[config.mk]
export PLATFORM = sky130hd
export DESIGN_NAME = defc_core
export DESIGN_NICKNAME = d
export VERILOG_FILES = /design/src/hw/rtl/defc_pkg.sv /design/src/hw/rtl/defc_core.sv
export SDC_FILE = /design/constraint.sdc
export NUM_CORES = 1
export LEC_CHECK = 0
export BUFFER_PORTS_ARGS = -buffer_cell sky130_fd_sc_hd__buf_4
export CAP_MARGIN = 25
export CORE_ASPECT_RATIO = 0.75
export CORE_MARGIN = 5
export CORE_UTILIZATION = 61
export CTS_CLUSTER_SIZE = 12
export DETAILED_ROUTE_END_ITERATION = 8
export PLACE_DENSITY_LB_ADDON = 0.15
export SETUP_SLACK_MARGIN = 0.2
export SLEW_MARGIN = 20
export SYNTH_ARGS = -nofsm -noshare
export SYNTH_HDL_FRONTEND = slang
export SYNTH_SLANG_ARGS = --single-unit
[constraint.sdc]
create_clock -name clock -period 12.96 [get_ports clock]
set_clock_uncertainty 0.1 [all_clocks]
set_input_delay 1.944 -clock clock [delete_from_list [all_inputs] [get_ports clock]]
set_output_delay 1.944 -clock clock [all_outputs]
set_load 0.02 [all_outputs]
[src/hw/rtl/defc_pkg.sv]
// ----------------------------------------------------------------------------
// defc_pkg
// Shared types and constants for the event frame checker.
// ----------------------------------------------------------------------------
package defc_pkg;

   localparam int FADC_WORDS   = 256;
   localparam int TPC_WORDS    = 512;
   localparam int BUFFER_WORDS = 65536;

   localparam logic [19:0] LOW20     = 20'hfffff;
   localparam logic [31:0] ALL_ONES  = 32'hffffffff;
   localparam logic [12:0] IDX13     = 13'h1fff;
   localparam logic [1:0]  TOP2      = 2'b11;
   localparam logic [27:0] NUM28     = 28'hfffffff;
   localparam logic [19:0] FADC_MARK = 20'h2;
   localparam logic [19:0] TPC_MARK  = 20'h3;
   localparam logic [31:0] HEAD_WORD = 32'h1;
   localparam logic [3:0]  EVNUM_NIB = 4'h4;
   localparam logic [3:0]  CLOCK_NIB = 4'h5;

   localparam logic [3:0] PH_HEAD   = 4'd0;
   localparam logic [3:0] PH_EVNUM  = 4'd1;
   localparam logic [3:0] PH_CLOCK  = 4'd2;
   localparam logic [3:0] PH_MARK1  = 4'd3;
   localparam logic [3:0] PH_FADC   = 4'd4;
   localparam logic [3:0] PH_MARK2  = 4'd5;
   localparam logic [3:0] PH_TPC    = 4'd6;
   localparam logic [3:0] PH_FOOTER = 4'd7;
   localparam logic [3:0] PH_RESYNC = 4'd8;

   localparam logic [7:0] F_HEADER = 8'h01;
   localparam logic [7:0] F_FADC   = 8'h02;
   localparam logic [7:0] F_TPC    = 8'h04;
   localparam logic [7:0] F_LOOSE  = 8'h08;
   localparam logic [7:0] F_DEPTH  = 8'h10;
   localparam logic [7:0] F_FOOTER = 8'h20;
   localparam logic [7:0] F_RESYNC = 8'h40;

   typedef struct packed {
      logic [31:0] data_word;
      logic        end_of_buffer;
   } req_type;

   typedef struct packed {
      logic [27:0] event_number;
      logic [9:0]  event_index;
      logic [15:0] start_offset;
      logic [15:0] length_words;
      logic        header_bad;
      logic        fadc_present;
      logic        tpc_present;
      logic        marker_loose;
      logic        depth_mismatch;
      logic        footer_bad;
      logic        resynced;
      logic        truncated;
   } rsp_type;

endpackage

[src/hw/rtl/defc_core.sv]
// ----------------------------------------------------------------------------
// defc_core
// Frame state tracking: walks one buffer word per step and builds the
// event record when an event closes or the buffer ends.
// ----------------------------------------------------------------------------
module defc_core (
   input  logic              clock,
   input  logic              reset,
   input  logic              step,
   input  defc_pkg::req_type item,
   output logic              emit,
   output defc_pkg::rsp_type result
);
   import defc_pkg::*;

   logic [3:0]  phase_ff, phase_in;
   logic [15:0] pos_ff, pos_in;
   logic [15:0] start_ff, start_in;
   logic [27:0] number_ff, number_in;
   logic [15:0] counter_ff, counter_in;
   logic [7:0]  flags_ff, flags_in;
   logic [9:0]  count_ff, count_in;

   logic [31:0] w;
   logic        last;
   logic        closed;
   logic        tail;
   logic        low20_ones;
   logic [16:0] len_full;
   logic [15:0] len;

   assign w          = item.data_word;
   assign last       = item.end_of_buffer || (pos_ff == 16'(BUFFER_WORDS - 1));
   assign low20_ones = (w[19:0] == LOW20);

   always_comb begin
      phase_in   = phase_ff;
      start_in   = start_ff;
      number_in  = number_ff;
      counter_in = counter_ff;
      flags_in   = flags_ff;
      count_in   = count_ff;
      pos_in     = pos_ff;
      closed     = 1'b0;
      tail       = 1'b0;

      unique case (phase_ff)
         PH_HEAD: begin
            start_in   = pos_ff;
            number_in  = '0;
            flags_in   = '0;
            counter_in = '0;
            if (w != HEAD_WORD) flags_in = F_HEADER;
            phase_in   = PH_EVNUM;
         end
         PH_EVNUM: begin
            number_in = w[27:0] & NUM28;
            if (w[31:28] != EVNUM_NIB) flags_in = flags_in | F_HEADER;
            phase_in  = PH_CLOCK;
         end
         PH_CLOCK: begin
            if (w[31:28] != CLOCK_NIB) flags_in = flags_in | F_HEADER;
            phase_in = PH_MARK1;
         end
         PH_MARK1: begin
            if (w[19:0] == FADC_MARK) begin
               flags_in = flags_in | F_FADC;
               if (w[31:20] != '0) flags_in = flags_in | F_LOOSE;
               counter_in = '0;
               phase_in   = PH_FADC;
            end else begin
               tail = 1'b1;
            end
         end
         PH_FADC: begin
            counter_in = counter_ff + 16'd1;
            if (counter_in >= 16'(FADC_WORDS)) phase_in = PH_MARK2;
         end
         PH_MARK2: begin
            tail = 1'b1;
         end
         PH_TPC: begin
            if (w[31:30] == TOP2) begin
               if ((w[12:0] & IDX13) != (counter_ff[12:0] & IDX13))
                  flags_in = flags_in | F_DEPTH;
               phase_in = PH_FOOTER;
            end else begin
               counter_in = counter_ff + 16'd1;
               if (counter_in >= 16'(TPC_WORDS)) phase_in = PH_FOOTER;
            end
         end
         PH_FOOTER: begin
            if (w != ALL_ONES) begin
               flags_in = flags_in | F_FOOTER;
               if (!low20_ones) begin
                  flags_in = flags_in | F_RESYNC;
                  phase_in = PH_RESYNC;
               end
            end
            closed = low20_ones;
         end
         default: begin
            phase_in = PH_RESYNC;
            closed   = low20_ones;
         end
      endcase

      if (tail) begin
         if (w[19:0] == TPC_MARK) begin
            flags_in = flags_in | F_TPC;
            if (w[31:20] != '0) flags_in = flags_in | F_LOOSE;
            counter_in = '0;
            phase_in   = PH_TPC;
         end else begin
            if (w != ALL_ONES) begin
               flags_in = flags_in | F_FOOTER;
               if (!low20_ones) begin
                  flags_in = flags_in | F_RESYNC;
                  phase_in = PH_RESYNC;
               end
            end
            closed = low20_ones;
         end
      end

      len_full = {1'b0, pos_ff} - {1'b0, start_in} + 17'd1;
      len      = len_full[16] ? 16'hffff : len_full[15:0];

      result.event_number   = number_in;
      result.event_index    = count_ff;
      result.start_offset   = start_in;
      result.length_words   = len;
      result.header_bad     = (flags_in & F_HEADER) != '0;
      result.fadc_present   = (flags_in & F_FADC) != '0;
      result.tpc_present    = (flags_in & F_TPC) != '0;
      result.marker_loose   = (flags_in & F_LOOSE) != '0;
      result.depth_mismatch = (flags_in & F_DEPTH) != '0;
      result.footer_bad     = (flags_in & F_FOOTER) != '0;
      result.resynced       = (flags_in & F_RESYNC) != '0;
      result.truncated      = !closed;

      emit = step && (closed || last);

      if (closed || last) begin
         count_in   = count_ff + 10'd1;
         phase_in   = PH_HEAD;
         flags_in   = '0;
         counter_in = '0;
      end
      if (last) begin
         pos_in   = '0;
         count_in = '0;
         phase_in = PH_HEAD;
      end else begin
         pos_in = pos_ff + 16'd1;
      end
   end

   always_ff @(posedge clock) begin
      if (reset) begin
         phase_ff   <= PH_HEAD;
         pos_ff     <= '0;
         start_ff   <= '0;
         number_ff  <= '0;
         counter_ff <= '0;
         flags_ff   <= '0;
         count_ff   <= '0;
      end else if (step) begin
         phase_ff   <= phase_in;
         pos_ff     <= pos_in;
         start_ff   <= start_in;
         number_ff  <= number_in;
         counter_ff <= counter_in;
         flags_ff   <= flags_in;
         count_ff   <= count_in;
      end
   end

endmodule

; Yosys cells after proc, flatten, opt, wreduce, memory -nomap -nowiden
; Index checks and enable logic that the tools add are counted.
; Widths: inputs -> output; s select.
[word_totals]
reg_bits = 98
inputBits = 36
out_inout_bits = 79
word_cells = 86
[op_classes]
addsub = 5
magnitude_cmp = 2
n_eq_ne = 17
muxes = 46
reduce_logical = 9
[ops]
columns = operator, n
row1 = $mux 16, 8
row2 = $pmux 16 s4, 1
row3 = $mux 4, 15
row4 = $pmux 28 s2, 1
row5 = $pmux 8 s6, 1
row6 = $mux 7, 6
row7 = $eq 20x2->1 const B, 2
row8 = $add 16x1->16 const B, 2
row9 = $ne 32x1->1 const B, 1
row10 = $ne 32x32->1 const B, 1
row11 = $pmux 4 s8, 1
row12 = $eq 20x20->1 const B, 1
row13 = $mux 10, 2
row14 = $add 17x1->17 const B, 1
row15 = $sub 16x16->17, 1
row16 = $eq 16x16->1 const B, 1
row17 = $eq 4x3->1 const B, 4
row18 = $ge 16x10->1 const B, 1
row19 = $ge 16x9->1 const B, 1
row20 = $ne 13x13->1, 1
row21 = $reduce_bool 12->1, 1
row22 = $add 10x1->10 const B, 1
row23 = $mux 5, 2
row24 = $eq 4x2->1 const B, 2
row25 = 13 further kinds, 21

; Depth between registers and ports, before layout
; Gate-level depths: netlist (run 1).
[depth]
word_depth = 11
mapped_depth = 18
depth_no_buf = 16

; Least setup slack after synthesis (run 1)
; No wires, ideal clock.
[synth_path]
path_kind = register -> output
start = register phase_ff[3]
end = output result[23] (netlist name)
arrival_ns = 4.196
setup_slack_ns = 6.720
path_stages_with_launch = 15
n_path_buf = 2
path_cell_list = dfxtp_1 clkbuf_1 or3_1 nor2_1 buf_2 mux2i_1 ha_1 ha_1 a21oi_1 nand2b_1 o21ai_0 o21ai_0 a211oi_1 nor4bb_1 nor3_1
[synth_rtl]
columns = element, line_no
row1 = start: declaration, defc_core.sv:16  ; logic [3:0] phase_ff, phase_in;
row2 = start signal: assignment, defc_core.sv:169  ; phase_ff <= phase_in;
row3 = end: declaration, defc_core.sv:12  ; output defc_pkg::rsp_type result

==> load_flow_metrics.sql, run 1 <==
INSERT INTO impl_metrics (metric_group, metric, value, unit) VALUES
('yosys', 'postSynth.topFlopCell', 'sky130_fd_sc_hd__dfxtp_1', ''),
('clock_tree', 'cts-root-buf', 'sky130_fd_sc_hd__clkbuf_16', ''),
('yosys', 'post_synth_instance_area', '0.00631', 'mm2'),
('clock_tree', 'cts.reportedPaths.clkPinSlew', '60', 'ps'),
('route', 'post-route-drc-count', '0', ''),
('yosys', 'syn-instance-count', '850', ''),
('sta', 'timing.final.setup_violations', '0', ''),
('sta', 'fmaxAchievable', '141', 'MHz'),
('power_and_ir_drop', 'max-vdd-ir-drop', '0.0623', 'mV'),
('floorplanning', 'die-area', '0.0125', 'mm2'),
('worst_setup_path', 'critical_path_required', '10920', 'ps'),
('global_route', 'globalRoute.totalOverflow', '0', ''),
('worst_setup_path', 'critPathCaptureType', 'output port', ''),
('sta', 'post-route-min-period', '7110', 'ps'),
('global_route', 'grt_pass1_wl', '30.6', 'mm'),
('clock_tree', 'clockBufferDepth', '2', ''),
('cells_and_area', 'regArea', '0.00194', 'mm2'),
('global_route', 'number_of_antenna_violations_at_the_first_check_in_global_routing', '1', ''),
('route', 'drt_first_pass_iters', '8', ''),
('worst_hold_path', 'min_path_type', 'flop to flop', ''),
('worst_setup_path', 'startpoint_type', 'flop', ''),
('power_and_ir_drop', 'p_leak', '3.26', 'nW'),
('route', 'routed-via-count', '6617', ''),
('route', 'final_antenna_net_count', '0', ''),
('route', 'detail_route.wl_per_cell', '17.3', 'um'),
('worst_setup_path', 'worst-setup-path-type', 'flop to output port', ''),
('floorplanning', 'die_h', '98.1', 'um'),
('worst_setup_path', 'crit_slowest_cell', 'sky130_fd_sc_hd__or3_1', ''),
('status', 'outcome', 'finished clean', ''),
('sta', 'final_number_of_hold_violating_endpoints', '0', ''),
('sta', 'tightestPinTransition', '1030', 'ps'),
('cells_and_area', 'nNetsFinal', '1002', ''),
('yosys', 'synth_edf_count', '0', ''),
('sta', 'timing.slew.headroom', '0.314', ''),
('worst_setup_path', 'crit_chain', 'or3_1, nor2_1, buf_4, mux2i_1, ha_1, ha_1, nand3_1, o211ai_1, o21ai_0, a21oi_1, o31ai_1, xnor2_2, o21ai_0, buf_4', ''),
('floorplanning', 'cell_row_count', '32', ''),
('global_route', 'grt_pass1_vias', '6268', ''),
('sta', 'final_count_of_pins_violating_max_slew', '0', ''),
('yosys', 'synth-seq-cells', '97', ''),
('clock_tree', 'post_cts_buffers', '0', ''),
('cells_and_area', 'multi_input_comb_area', '0.00406', 'mm2'),
('run', 'max_cap_viols', '0', ''),
('worst_setup_path', 'worst_ep_arrival_time', '5070', 'ps'),
('clock_tree', 'holdBufCountCts', '0', ''),
('floorplanning', 'fp.dieW', '127', 'um'),
('clock_tree', 'cts_tree', 'built', ''),
('placement', 'place_hpwl', '13.3', 'mm'),
('yosys', 'fraction_of_registers_with_async_set_reset', '0', ''),
('yosys', 'syn_nets', '921', ''),
('placement', 'globalplace.congestion', '0.929', ''),
('global_route', 'gr_util_all_layers', '0.290', ''),
('floorplanning', 'boundaryPins', '115', ''),
('placement', 'numPortBuffers', '114', ''),
('cells_and_area', 'antenna-diode-count', '0', ''),
('global_route', 'grt_start_max_net_pins', '75', ''),
('worst_setup_path', 'crit_path_max_incr_delay', '830', 'ps'),
('power_and_ir_drop', 'power_density', '98.2', 'mW/mm2'),
('clock_tree', 'numCtsBuffers', '9', ''),
('clock_tree', 'ctsResizeCount', '0', ''),
('floorplanning', 'initial_core_util', '0.618', ''),
('route', 'avgViaCountPerCell', '6.18', ''),
('cells_and_area', 'fillCellCount', '818', ''),
('yosys', 'syn_area_per_cell', '7.42', 'um2'),
('worst_setup_path', 'cp_max_fo', '29', ''),
('yosys', 'synth.yosys.seq_area_share', '0.308', ''),
('clock_tree', 'cts-htree-levels', '3', ''),
('yosys', 'synthesis.yosys.warnings', '0', ''),
('clock_tree', 'tritoncts_num_sinks', '97', ''),
('cells_and_area', 'post_route_cells_drive_above_1_share', '0.160', ''),
('yosys', 'synth_cell_type_count', '69', ''),
('cells_and_area', 'layout-area-overhead-vs-synth', '18.5', '%'),
('clock_tree', 'worst_skew_pair.late_latency', '330', 'ps'),
('sta', 'period_share', '0.549', ''),
('sta', 'grt_setup_unrepaired', 'no', ''),
('floorplanning', 'core_region_area', '0.0102', 'mm2'),
('power_and_ir_drop', 'total_power', '0.734', 'mW'),
('sta', 'setup-tns-final', '0', 'ps'),
('route', 'drt-total-wl', '18.5', 'mm'),
('route', 'initialDrtViolationCount', '605', '');
[Yosys cell counts, drive strengths merged, types with 3 or more instances]
cell type	instances	area, um2
a211oi	18	135
a21o	4	30.0
a21oi	64	324
a22o	3	26.3
a22oi	3	22.5
a31oi	6	37.5
a32o	4	40.0
and2	4	26.3
and3	16	101
and4	3	26.3
buf	10	65.1
clkbuf	37	139
dfxtp	97	1940
ha	34	425
inv	26	97.6
mux2i	15	150
nand2	172	646
nand2b	6	37.5
nand3	58	303
nand4	24	150
nor2	67	251
nor2b	7	43.8
nor3	16	85.1
nor3b	4	30.0
nor4	8	50.1
o21ai	31	155
o22ai	3	25.0
o31ai	7	52.6
or2b	3	25.0
or3	9	57.6
or4	5	41.3
xnor2	23	201
xor2	33	289
[final timing paths]
kind / startpoint / endpoint / slack (ps) / depth (start not counted)
setup / recovery: phase_ff[1] / result[13] / 5850 / 14
hold / removal: flags_ff[0] / flags_ff[0] / 360 / 2
setup reg to reg: phase_ff[2] / counter_ff[6] / 9730 / 6
hold reg to reg: flags_ff[0] / flags_ff[0] / 360 / 2
[sequential cells by signal, indices dropped and copies added (netlist names)]
signal      count
number_ff      28
start_ff       16
phase_ff        4
flags_ff        7
count_ff       10
counter_ff     16
pos_ff         16
[power breakdown]
part	switching [mW]	internal, mW
sequential	0.00325	0.303
combinational	0.0875	0.0555
clock	0.111	0.173
[cells in the final DEF, fill, tap and decap left out, types with 24 or more instances in the layout]
cell / count
sky130_fd_sc_hd__a21oi_1: 63
sky130_fd_sc_hd__nor2_1: 67
sky130_fd_sc_hd__o21ai_0: 30
sky130_fd_sc_hd__ha_1: 34
sky130_fd_sc_hd__buf_4: 119
sky130_fd_sc_hd__xor2_1: 33
sky130_fd_sc_hd__nand4_1: 24
sky130_fd_sc_hd__dfxtp_1: 97
sky130_fd_sc_hd__inv_1: 26
sky130_fd_sc_hd__nand2_1: 172
sky130_fd_sc_hd__nand3_1: 57
[worst max-delay path, delay by kind of cell (launching register included)]
family,cells,cell delay [ps]
buf+inv,2,510
fa+ha+maj,2,680
mux,1,350
compound gates,5,1050
simple gates,3,1150
flops,1,440
xor+xnor,1,540
[cell type report]
type	instances	share of cell area
Multi-Input combinational cell	678	0.543
Sequential cell	97	0.260
Timing Repair Buffer	119	0.120
Clock buffer	12	0.0330
Tap cell	136	0.0228
Inverter	26	0.0131
Clock inverter	3	0.00871
[per-stage QoR]
step	std cells	hold WS, ps	utilization	instance area (um2)	setup WS [ps]
2_1_floorplan	850	341	-	6310	6720
3_3_place_gp	1056	348	0.701	7150	6190
3_5_place_dp	1056	357	0.701	7150	5930
4_1_cts	1071	367	0.731	7470	5570
5_1_grt	1071	381	0.732	7470	5450
6_report	1071	364	0.732	7470	5850
[layer usage]
layer | vias up | track usage | share of wire
met5 | - | 0 | 0.00070
li1 | 3152 | - | -
met4 | 2 | 0.0651 | 0.010
met3 | 25 | 0.0771 | 0.096
met1 | 3104 | 0.419 | 0.44
met2 | 334 | 0.434 | 0.45
[kinds of logic after synthesis]
family                     count (synthesis)  share of synthesized area
DFF                                       97                      0.308
muxes                                     15                     0.0238
adders and majority gates                 35                     0.0706
xor gates and xnor gates                  56                     0.0777
buffers and inverters                     75                     0.0508
AOI/OAI and AO/OA                        164                      0.164
and+or+nand+nor                          408                      0.305
Note: power is estimated with default switching activity, not from simulation.
==> run 2, diff against run 1 <==
--- a/config.mk
+++ b/config.mk
@@ -5,11 +5,12 @@
 export SDC_FILE = /design/constraint.sdc
 export NUM_CORES = 1
 export LEC_CHECK = 0
+export ABC_AREA = 1
 export BUFFER_PORTS_ARGS = -buffer_cell sky130_fd_sc_hd__buf_4
 export CAP_MARGIN = 25
 export CORE_ASPECT_RATIO = 0.75
 export CORE_MARGIN = 5
-export CORE_UTILIZATION = 61
+export CORE_UTILIZATION = 52
 export CTS_CLUSTER_SIZE = 12
 export DETAILED_ROUTE_END_ITERATION = 8
 export PLACE_DENSITY_LB_ADDON = 0.15
==> constraint.sdc (replaced) <==
create_clock -name clock -period 6.35 [get_ports clock]
set_clock_uncertainty 0.1 [all_clocks]
set_input_delay 0.9525 -clock clock [delete_from_list [all_inputs] [get_ports clock]]
set_output_delay 0.9525 -clock clock [all_outputs]
set_load 0.02 [all_outputs]
==> run 2 against run 1 <==
Compared with the run above: critical path depth grew 2; total power is 100% higher; cell count rose by 27%; clock-buffer cell count did not move; via count increased by 6.5%; sequential power increased by 110%; setup slack got worse by 4600 ps; critical endpoint is now result[19].
==> load_flow_metrics.sql, run 2 <==
INSERT INTO impl_metrics (metric_group, metric, value, unit) VALUES
('yosys', 'post_synth_mux_area_share', '0', ''),
('floorplanning', 'cell_row_count', '36', ''),
('run', 'max_cap_viols', '0', ''),
('cells_and_area', 'multi_input_comb_area', '0.00410', 'mm2'),
('status', 'outcome', 'finished clean', ''),
('worst_setup_path', 'critPathCaptureType', 'output port', ''),
('cells_and_area', 'final_core_util', '0.624', ''),
('placement', 'place_hpwl', '14.1', 'mm'),
('placement', 'numPortBuffers', '114', ''),
('route', 'drt_first_pass_iters', '6', ''),
('global_route', 'globalRoute.totalOverflow', '0', ''),
('cells_and_area', 'layout-area-overhead-vs-synth', '17.0', '%'),
('cells_and_area', 'nNetsFinal', '1251', ''),
('yosys', 'post_synth_instance_area', '0.00697', 'mm2'),
('floorplanning', 'die_h', '110', 'um'),
('clock_tree', 'cts-root-buf', 'sky130_fd_sc_hd__clkbuf_16', ''),
('clock_tree', 'post_cts_buffers', '0', ''),
('cells_and_area', 'post_route_cells_drive_above_1_share', '0.161', ''),
('cells_and_area', 'regArea', '0.00194', 'mm2'),
('global_route', 'grt_pass1_wl', '30.5', 'mm'),
('yosys', 'synthesis.yosys.warnings', '0', ''),
('floorplanning', 'initial_core_util', '0.533', ''),
('floorplanning', 'fp.dieW', '144', 'um'),
('yosys', 'postSynth.topFlopCell', 'sky130_fd_sc_hd__dfxtp_1', ''),
('yosys', 'fraction_of_registers_with_async_set_reset', '0', ''),
('sta', 'tightestPinTransition', '940', 'ps'),
('power_and_ir_drop', 'max-vdd-ir-drop', '0.179', 'mV'),
('clock_tree', 'clockBufferDepth', '2', ''),
('route', 'post-route-drc-count', '0', ''),
('sta', 'timing.slew.headroom', '0.371', ''),
('placement', 'placedCellCount', '1340', ''),
('sta', 'grt_setup_unrepaired', 'no', ''),
('yosys', 'synth.yosys.seq_area_share', '0.279', ''),
('sta', 'final.hold.worst_slack', '365', 'ps'),
('sta', 'period_share', '0.806', ''),
('cells_and_area', 'final_design_area_no_fill', '0.00815', 'mm2'),
('yosys', 'syn_nets', '1164', ''),
('worst_setup_path', 'path_buf_inv', '3', ''),
('route', 'initialDrtViolationCount', '522', ''),
('yosys', 'compound_cell_area_share_of_the_yosys_netlist', '0.191', ''),
('worst_setup_path', 'critical-path-top-delay-family', 'compound AO/OA/AOI/OAI gates', ''),
('route', 'routedLengthMet1', '9.87', 'mm'),
('route', 'top_layer_used', 'met4', ''),
('route', 'met2WireLength', '7.33', 'mm'),
('cells_and_area', 'fillCellCount', '1280', ''),
('sta', 'setup-tns-final', '0', 'ps'),
('clock_tree', 'cts.reportedPaths.clkPinSlew', '60', 'ps'),
('power_and_ir_drop', 'power_density', '184', 'mW/mm2'),
('yosys', 'synth_edf_count', '0', ''),
('yosys', 'dominant_combinational_cell_family_by_area_after_synthesis', 'simple AND/OR/NAND/NOR gates', ''),
('worst_setup_path', 'critical_path_required', '5300', 'ps'),
('yosys', 'synth.top_cells.by_area', 'sky130_fd_sc_hd__dfxtp_1 28%, sky130_fd_sc_hd__nand2_1 12%, sky130_fd_sc_hd__inv_1 10%, sky130_fd_sc_hd__a21oi_1 6.6%, sky130_fd_sc_hd__ha_1 6.1%', ''),
('power_and_ir_drop', 'p_leak', '3.91', 'nW'),
('worst_setup_path', 'cp_max_fo', '37', ''),
('yosys', 'yosysMostFrequentCell', 'sky130_fd_sc_hd__nand2_1', ''),
('worst_setup_path', 'worst_ep_arrival_time', '4070', 'ps'),
('yosys', 'post-synth-top-area-fraction', '0.279', ''),
('sta', 'final_number_of_hold_violating_endpoints', '0', ''),
('route', 'detail_route.wl_per_cell', '13.8', 'um'),
('sta', 'fmaxAchievable', '195', 'MHz'),
('route', 'avgViaCountPerCell', '5.20', ''),
('yosys', 'syn-instance-count', '1093', ''),
('cells_and_area', 'largest_register_ffs', '28', ''),
('route', 'met3RoutedLength', '1.33', 'mm'),
('worst_setup_path', 'startpoint_type', 'flop', ''),
('yosys', 'synth_top_area_cell', 'sky130_fd_sc_hd__dfxtp_1', ''),
('worst_setup_path', 'crit_path_max_incr_delay', '530', 'ps'),
('global_route', 'grt_start_max_net_pins', '83', ''),
('placement', 'place_area', '0.00787', 'mm2'),
('floorplanning', 'die-area', '0.0158', 'mm2'),
('clock_tree', 'holdBufCountCts', '0', ''),
('yosys', 'synthSimpleGateAreaFrac', '0.286', ''),
('worst_setup_path', 'crit_slowest_cell', 'sky130_fd_sc_hd__xor2_2', ''),
('yosys', 'synth_common_cells', '232 x sky130_fd_sc_hd__nand2_1, 188 x sky130_fd_sc_hd__inv_1, 97 x sky130_fd_sc_hd__dfxtp_1, 92 x sky130_fd_sc_hd__a21oi_1, 87 x sky130_fd_sc_hd__nor2_1', ''),
('yosys', 'synth_cell_type_count', '46', ''),
('floorplanning', 'boundaryPins', '115', ''),
('yosys', 'synth-adder-area-share', '0.0639', ''),
('cells_and_area', 'commonest_cells_after_routing_fill_and_taps_aside', '232 x sky130_fd_sc_hd__nand2_1, 187 x sky130_fd_sc_hd__inv_1, 116 x sky130_fd_sc_hd__buf_4, 97 x sky130_fd_sc_hd__dfxtp_1, 92 x sky130_fd_sc_hd__a21oi_1', ''),
('floorplanning', 'core_region_area', '0.0131', 'mm2'),
('clock_tree', 'cts-htree-levels', '3', ''),
('worst_hold_path', 'min_path_type', 'flop to flop', ''),
('cells_and_area', 'layout_commonest_cell', 'sky130_fd_sc_hd__nand2_1', ''),
('clock_tree', 'numCtsBuffers', '9', ''),
('worst_setup_path', 'crit_chain', 'nor2_2, inv_2, nor2_2, inv_2, o21ai_0, ha_1, ha_1, a21oi_1, nand2_1, a21boi_1, o21ai_2, nand3_1, nand2_1, xor2_2, nand3_1, buf_4', ''),
('global_route', 'number_of_antenna_violations_at_the_first_check_in_global_routing', '0', ''),
('cells_and_area', 'antenna-diode-count', '0', ''),
('clock_tree', 'worst_skew_pair.late_latency', '350', 'ps'),
('placement', 'globalplace.congestion', '0.913', ''),
('cells_and_area', 'biggest_register', 'number_ff', ''),
('global_route', 'gr_util_all_layers', '0.239', ''),
('yosys', 'syn_area_per_cell', '6.38', 'um2'),
('route', 'drt-total-wl', '18.7', 'mm'),
('global_route', 'grt_pass1_vias', '6044', ''),
('clock_tree', 'ctsResizeCount', '0', ''),
('yosys', 'synth-seq-cells', '97', ''),
('yosys', 'synth-xor-area-share', '0.0476', ''),
('route', 'routed-via-count', '7046', ''),
('worst_setup_path', 'worst-setup-path-type', 'flop to output port', ''),
('cells_and_area', 'layout.cells.non_filler', '1356', ''),
('sta', 'timing.final.setup_violations', '0', ''),
('sta', 'final_count_of_pins_violating_max_slew', '0', ''),
('clock_tree', 'tritoncts_num_sinks', '97', ''),
('sta', 'post-route-min-period', '5120', 'ps'),
('clock_tree', 'cts_tree', 'built', ''),
('route', 'final_antenna_net_count', '0', '');
[run 2: cell count changes in the layout (fill, tap and decap cells not counted), sizes merged, moves of 15 or more]
| cell | change |
|---|---|
| nor2 | +31 |
| mux2i | -15 |
| a21oi | +38 |
| nand2 | +75 |
| o22ai | +26 |
| a211oi | -16 |
| inv | +170 |
| o21ai | +61 |
| and3 | -15 |
[run 2: cell type report]
type,count,area share
Clock buffer,12,0.0315
Inverter,198,0.0912
Timing Repair Buffer,116,0.107
Multi-Input combinational cell,758,0.503
Sequential cell,97,0.238
Tap cell,171,0.0263
Clock inverter,4,0.00338
[run 2: worst paths after layout]
check                           cells after the start           to  slack (ps)        start
worst min-delay path                                2  flags_ff[6]         360  flags_ff[6]
worst max-delay path                               16   result[19]        1230  phase_ff[3]
worst min register to register                      2  flags_ff[6]         360  flags_ff[6]
worst max register to register                     10  count_ff[2]        3840    pos_ff[0]
[run 2: layer usage]
layer,global-route usage,vias to the layer above
li1,-,3692
met4,0.0511,0
met1,0.375,3131
met3,0.0487,17
met2,0.334,206
met5,0,-
[run 2: cell families (layout without fill, tap and decap cells)]
| logic type | count (synthesis) | after routing |
|---|---|---|
| flops | 97 | 97 |
| fa+ha+maj | 35 | 35 |
| xor+xnor | 37 | 37 |
| buf+inv | 238 | 330 |
| compound gates | 239 | 239 |
| simple gates | 447 | 447 |
[run 2: metrics by stage]
stage | power, mW | setup slack [ps]
finish | 1.50 | 1230
global route | 1.57 | 806
CTS | 1.51 | 1220
detailed placement | 0.985 | 1630
global placement | 0.982 | 1740
floorplan | 0.871 | 2030
[run 2: power by group]
part	total (mW)	internal [mW]	switching, mW
Clock	0.527	0.287	0.241
Combinational	0.338	0.121	0.217
Sequential	0.634	0.628	0.00697
Total	1.50	1.04	0.465
[run 2: worst reg2reg max path: cells and delay by family, from the launching register on]
kind,cells,cell delay [ps]
simple gates,4,880
flops,1,440
compound gates,3,380
buf+inv,2,370
fa+ha+maj,1,230
==> run 3, diff against run 2 <==
--- a/config.mk
+++ b/config.mk
@@ -5,12 +5,12 @@
 export SDC_FILE = /design/constraint.sdc
 export NUM_CORES = 1
 export LEC_CHECK = 0
-export ABC_AREA = 1
+export ABC_AREA = 0
 export BUFFER_PORTS_ARGS = -buffer_cell sky130_fd_sc_hd__buf_4
 export CAP_MARGIN = 25
 export CORE_ASPECT_RATIO = 0.75
 export CORE_MARGIN = 5
-export CORE_UTILIZATION = 52
+export CORE_UTILIZATION = 51
 export CTS_CLUSTER_SIZE = 12
 export DETAILED_ROUTE_END_ITERATION = 8
 export PLACE_DENSITY_LB_ADDON = 0.15
==> constraint.sdc (replaced) <==
create_clock -name clock -period 4.25 [get_ports clock]
set_clock_uncertainty 0.1 [all_clocks]
set_input_delay 0.6375 -clock clock [delete_from_list [all_inputs] [get_ports clock]]
set_output_delay 0.6375 -clock clock [all_outputs]
set_load 0.02 [all_outputs]
==> run 3 against run 2 <==
Compared with the run above: highest routed layer unchanged; clock-buffer cell count fell by 3; the flow now finishes with violations (setup timing); cell area rose by 2.2%; clock power rose by 49%; wire length fell by 0.26%; non-clock buffer count rose by 45; register-to-register slack got worse by 2600 ps; critical endpoint is now result[23]; via count fell by 7.3%; cell count fell by 16%.
==> load_flow_metrics.sql, run 3 (synthesis gave the netlist of run 1 again) <==
INSERT INTO impl_metrics (metric_group, metric, value, unit) VALUES
('route', 'drt_first_pass_iters', '5', ''),
('placement', 'placedCellCount', '1109', ''),
('power_and_ir_drop', 'p_leak', '3.52', 'nW'),
('global_route', 'grt_start_max_net_pins', '66', ''),
('cells_and_area', 'layout_commonest_cell', 'sky130_fd_sc_hd__nand2_1', ''),
('floorplanning', 'die-area', '0.0147', 'mm2'),
('clock_tree', 'cts.reportedPaths.clkPinSlew', '70', 'ps'),
('sta', 'final_number_of_hold_violating_endpoints', '0', ''),
('cells_and_area', 'final_core_util', '0.682', ''),
('clock_tree', 'numCtsBuffers', '9', ''),
('clock_tree', 'cts_tree', 'built', ''),
('sta', 'timing.final.setup_violations', '16', ''),
('worst_setup_path', 'crit_chain', 'or3_4, nor2_4, buf_12, buf_12, mux2i_2, ha_1, ha_4, a21o_1, a21o_1, a21oi_1, o21ai_2, a211oi_2, and3_1, nor3_4, buf_4', ''),
('route', 'post-route-drc-count', '0', ''),
('worst_setup_path', 'worst-setup-path-type', 'flop to output port', ''),
('worst_setup_path', 'crit_path_max_incr_delay', '390', 'ps'),
('cells_and_area', 'largest_register_ffs', '28', ''),
('worst_setup_path', 'crit_slowest_cell', 'sky130_fd_sc_hd__or3_4', ''),
('route', 'routed-via-count', '6531', ''),
('cells_and_area', 'regArea', '0.00194', 'mm2'),
('power_and_ir_drop', 'p_sw', '0.716', 'mW'),
('floorplanning', 'cell_row_count', '35', ''),
('power_and_ir_drop', 'power_density', '279', 'mW/mm2'),
('cells_and_area', 'fillCellCount', '1039', ''),
('floorplanning', 'boundaryPins', '115', ''),
('cells_and_area', 'multi_input_comb_area', '0.00447', 'mm2'),
('placement', 'place_area', '0.00758', 'mm2'),
('placement', 'place_hpwl', '12.8', 'mm'),
('cells_and_area', 'nNetsFinal', '1044', ''),
('floorplanning', 'fp.dieW', '138', 'um'),
('clock_tree', 'cts-root-buf', 'sky130_fd_sc_hd__clkbuf_16', ''),
('global_route', 'grt_pass1_vias', '6040', ''),
('cells_and_area', 'commonest_cells_after_routing_fill_and_taps_aside', '161 x sky130_fd_sc_hd__nand2_1, 141 x sky130_fd_sc_hd__buf_4, 96 x sky130_fd_sc_hd__dfxtp_1, 66 x sky130_fd_sc_hd__nor2_1', ''),
('clock_tree', 'holdBufCountCts', '0', ''),
('worst_setup_path', 'critical_path_required', '3510', 'ps'),
('worst_setup_path', 'startpoint_type', 'flop', ''),
('global_route', 'globalRoute.totalOverflow', '0', ''),
('cells_and_area', 'layout.cells.non_filler', '1144', ''),
('global_route', 'gr_util_all_layers', '0.249', ''),
('worst_setup_path', 'critical-path-top-delay-family', 'compound AO/OA/AOI/OAI gates', ''),
('sta', 'timing.slew.headroom', '0.477', ''),
('sta', 'fmaxAchievable', '221', 'MHz'),
('cells_and_area', 'final_design_area_no_fill', '0.00833', 'mm2'),
('sta', 'final_critical_path_setup_slack', '-268', 'ps'),
('run', 'max_cap_viols', '0', ''),
('route', 'final_antenna_net_count', '0', ''),
('power_and_ir_drop', 'seqPwrFrac', '0.403', ''),
('clock_tree', 'tritoncts_num_sinks', '97', ''),
('cells_and_area', 'biggest_register', 'number_ff', ''),
('status', 'failing_checks', 'setup timing', ''),
('placement', 'numPortBuffers', '114', ''),
('global_route', 'number_of_antenna_violations_at_the_first_check_in_global_routing', '0', ''),
('cells_and_area', 'post_route_cells_drive_above_1_share', '0.255', ''),
('route', 'avgViaCountPerCell', '5.71', ''),
('clock_tree', 'cts-htree-levels', '3', ''),
('worst_setup_path', 'worst_ep_arrival_time', '3780', 'ps'),
('worst_hold_path', 'min_path_type', 'flop to flop', ''),
('power_and_ir_drop', 'fraction_of_power_spent_switching_nets', '0.308', ''),
('power_and_ir_drop', 'intPower', '1.61', 'mW'),
('worst_setup_path', 'path_buf_inv', '3', ''),
('route', 'initialDrtViolationCount', '662', ''),
('cells_and_area', 'layout-area-overhead-vs-synth', '32.1', '%'),
('sta', 'grt_setup_unrepaired', 'yes', ''),
('sta', 'post-route-min-period', '4520', 'ps'),
('sta', 'period_share', '1.06', ''),
('cells_and_area', 'antenna-diode-count', '0', ''),
('floorplanning', 'initial_core_util', '0.516', ''),
('status', 'outcome', 'complete, but fails checks', ''),
('sta', 'final_count_of_pins_violating_max_slew', '0', ''),
('sta', 'tightestPinTransition', '785', 'ps'),
('worst_setup_path', 'cp_max_fo', '6', ''),
('worst_setup_path', 'critPathCaptureType', 'output port', ''),
('sta', 'setup-tns-final', '-3560', 'ps'),
('route', 'drt-total-wl', '18.7', 'mm'),
('floorplanning', 'core_region_area', '0.0122', 'mm2'),
('floorplanning', 'die_h', '106', 'um'),
('clock_tree', 'clockBufferDepth', '2', ''),
('clock_tree', 'worst_skew_pair.late_latency', '340', 'ps'),
('power_and_ir_drop', 'p_comb_frac', '0.260', ''),
('placement', 'globalplace.congestion', '0.925', ''),
('power_and_ir_drop', 'max-vdd-ir-drop', '0.254', 'mV'),
('power_and_ir_drop', 'share_clk_of_total_power', '0.337', ''),
('global_route', 'grt_pass1_wl', '30.8', 'mm'),
('route', 'detail_route.wl_per_cell', '16.3', 'um');
[run 3: changes by cell type in the layout (fill, tap and decap cells not counted), moves of 10 or more]
cell,previous run,this run
sky130_fd_sc_hd__inv_1,187,26
sky130_fd_sc_hd__o21ai_1,11,1
sky130_fd_sc_hd__nand3_1,46,56
sky130_fd_sc_hd__xor2_1,18,33
sky130_fd_sc_hd__nor2_1,87,66
sky130_fd_sc_hd__and3_1,1,15
sky130_fd_sc_hd__nand2_2,13,0
sky130_fd_sc_hd__buf_6,0,16
sky130_fd_sc_hd__buf_4,116,141
sky130_fd_sc_hd__a21oi_1,92,56
sky130_fd_sc_hd__a211oi_1,2,17
sky130_fd_sc_hd__o21ai_0,80,24
sky130_fd_sc_hd__o22ai_1,29,2
sky130_fd_sc_hd__nand2_1,232,161
[run 3: metrics by stage]
stage | worst slack [ps] | hold slack (ps) | power (mW)
after global routing | -398 | 383 | 2.41
after floorplan | 116 | 341 | 1.25
after CTS | -270 | 369 | 2.31
after detailed placement | -15.7 | 357 | 1.43
after global placement | 77.9 | 352 | 1.43
final | -268 | 364 | 2.33
[run 3: timing repair]
| item | CTS | global route |
|---|---|---|
| setup buffers | 13 | 5 |
| gates resized for setup | 45 | 17 |
| gates cloned | 1 | 0 |
| pin swaps | 21 | 9 |
| endpoints found under the setup margin | 16 | 16 |
[run 3: layer usage]
| metal | part of all wire | GRT usage |
|---|---|---|
| met1 | 0.50 | 0.384 |
| met2 | 0.41 | 0.350 |
| met3 | 0.088 | 0.0634 |
| met4 | 0.0093 | 0.0458 |
| met5 | 0 | 0 |
[run 3: path summary, 6_finish.rpt]
check | start | endpoint | slack [ps] | depth (start not counted)
hold / removal | flags_ff[4] | flags_ff[4] | 360 | 2
hold reg to reg | flags_ff[4] | flags_ff[4] | 360 | 2
setup reg to reg | phase_ff[0] | count_ff[3] | 1210 | 7
setup / recovery | phase_ff[2] | result[23] | -270 | 15
[run 3: tightest hold or removal path, delay by kind of cell, from the launching register on]
family             cells  cell delay (ps)
AOI/OAI and AO/OA      1               50
DFF                    1              310
and+or+nand+nor        1               60
[run 3: power by group through the flow]
stage | logic, mW | registers [mW] | clock network [mW]
final | 0.605 | 0.936 | 0.784
after global routing | 0.647 | 0.938 | 0.830
after CTS | 0.578 | 0.935 | 0.797
after detailed placement | 0.478 | 0.956 | 0
after global placement | 0.474 | 0.956 | 0
after floorplan | 0.296 | 0.953 | 0
[run 3: layout make-up]
cell class | instances | area share
Clock buffer | 9 | 0.0270
Timing Repair Buffer | 161 | 0.159
Clock inverter | 7 | 0.00736
Sequential cell | 97 | 0.233
Multi-Input combinational cell | 678 | 0.537
Tap cell | 166 | 0.0249
Inverter | 26 | 0.0117
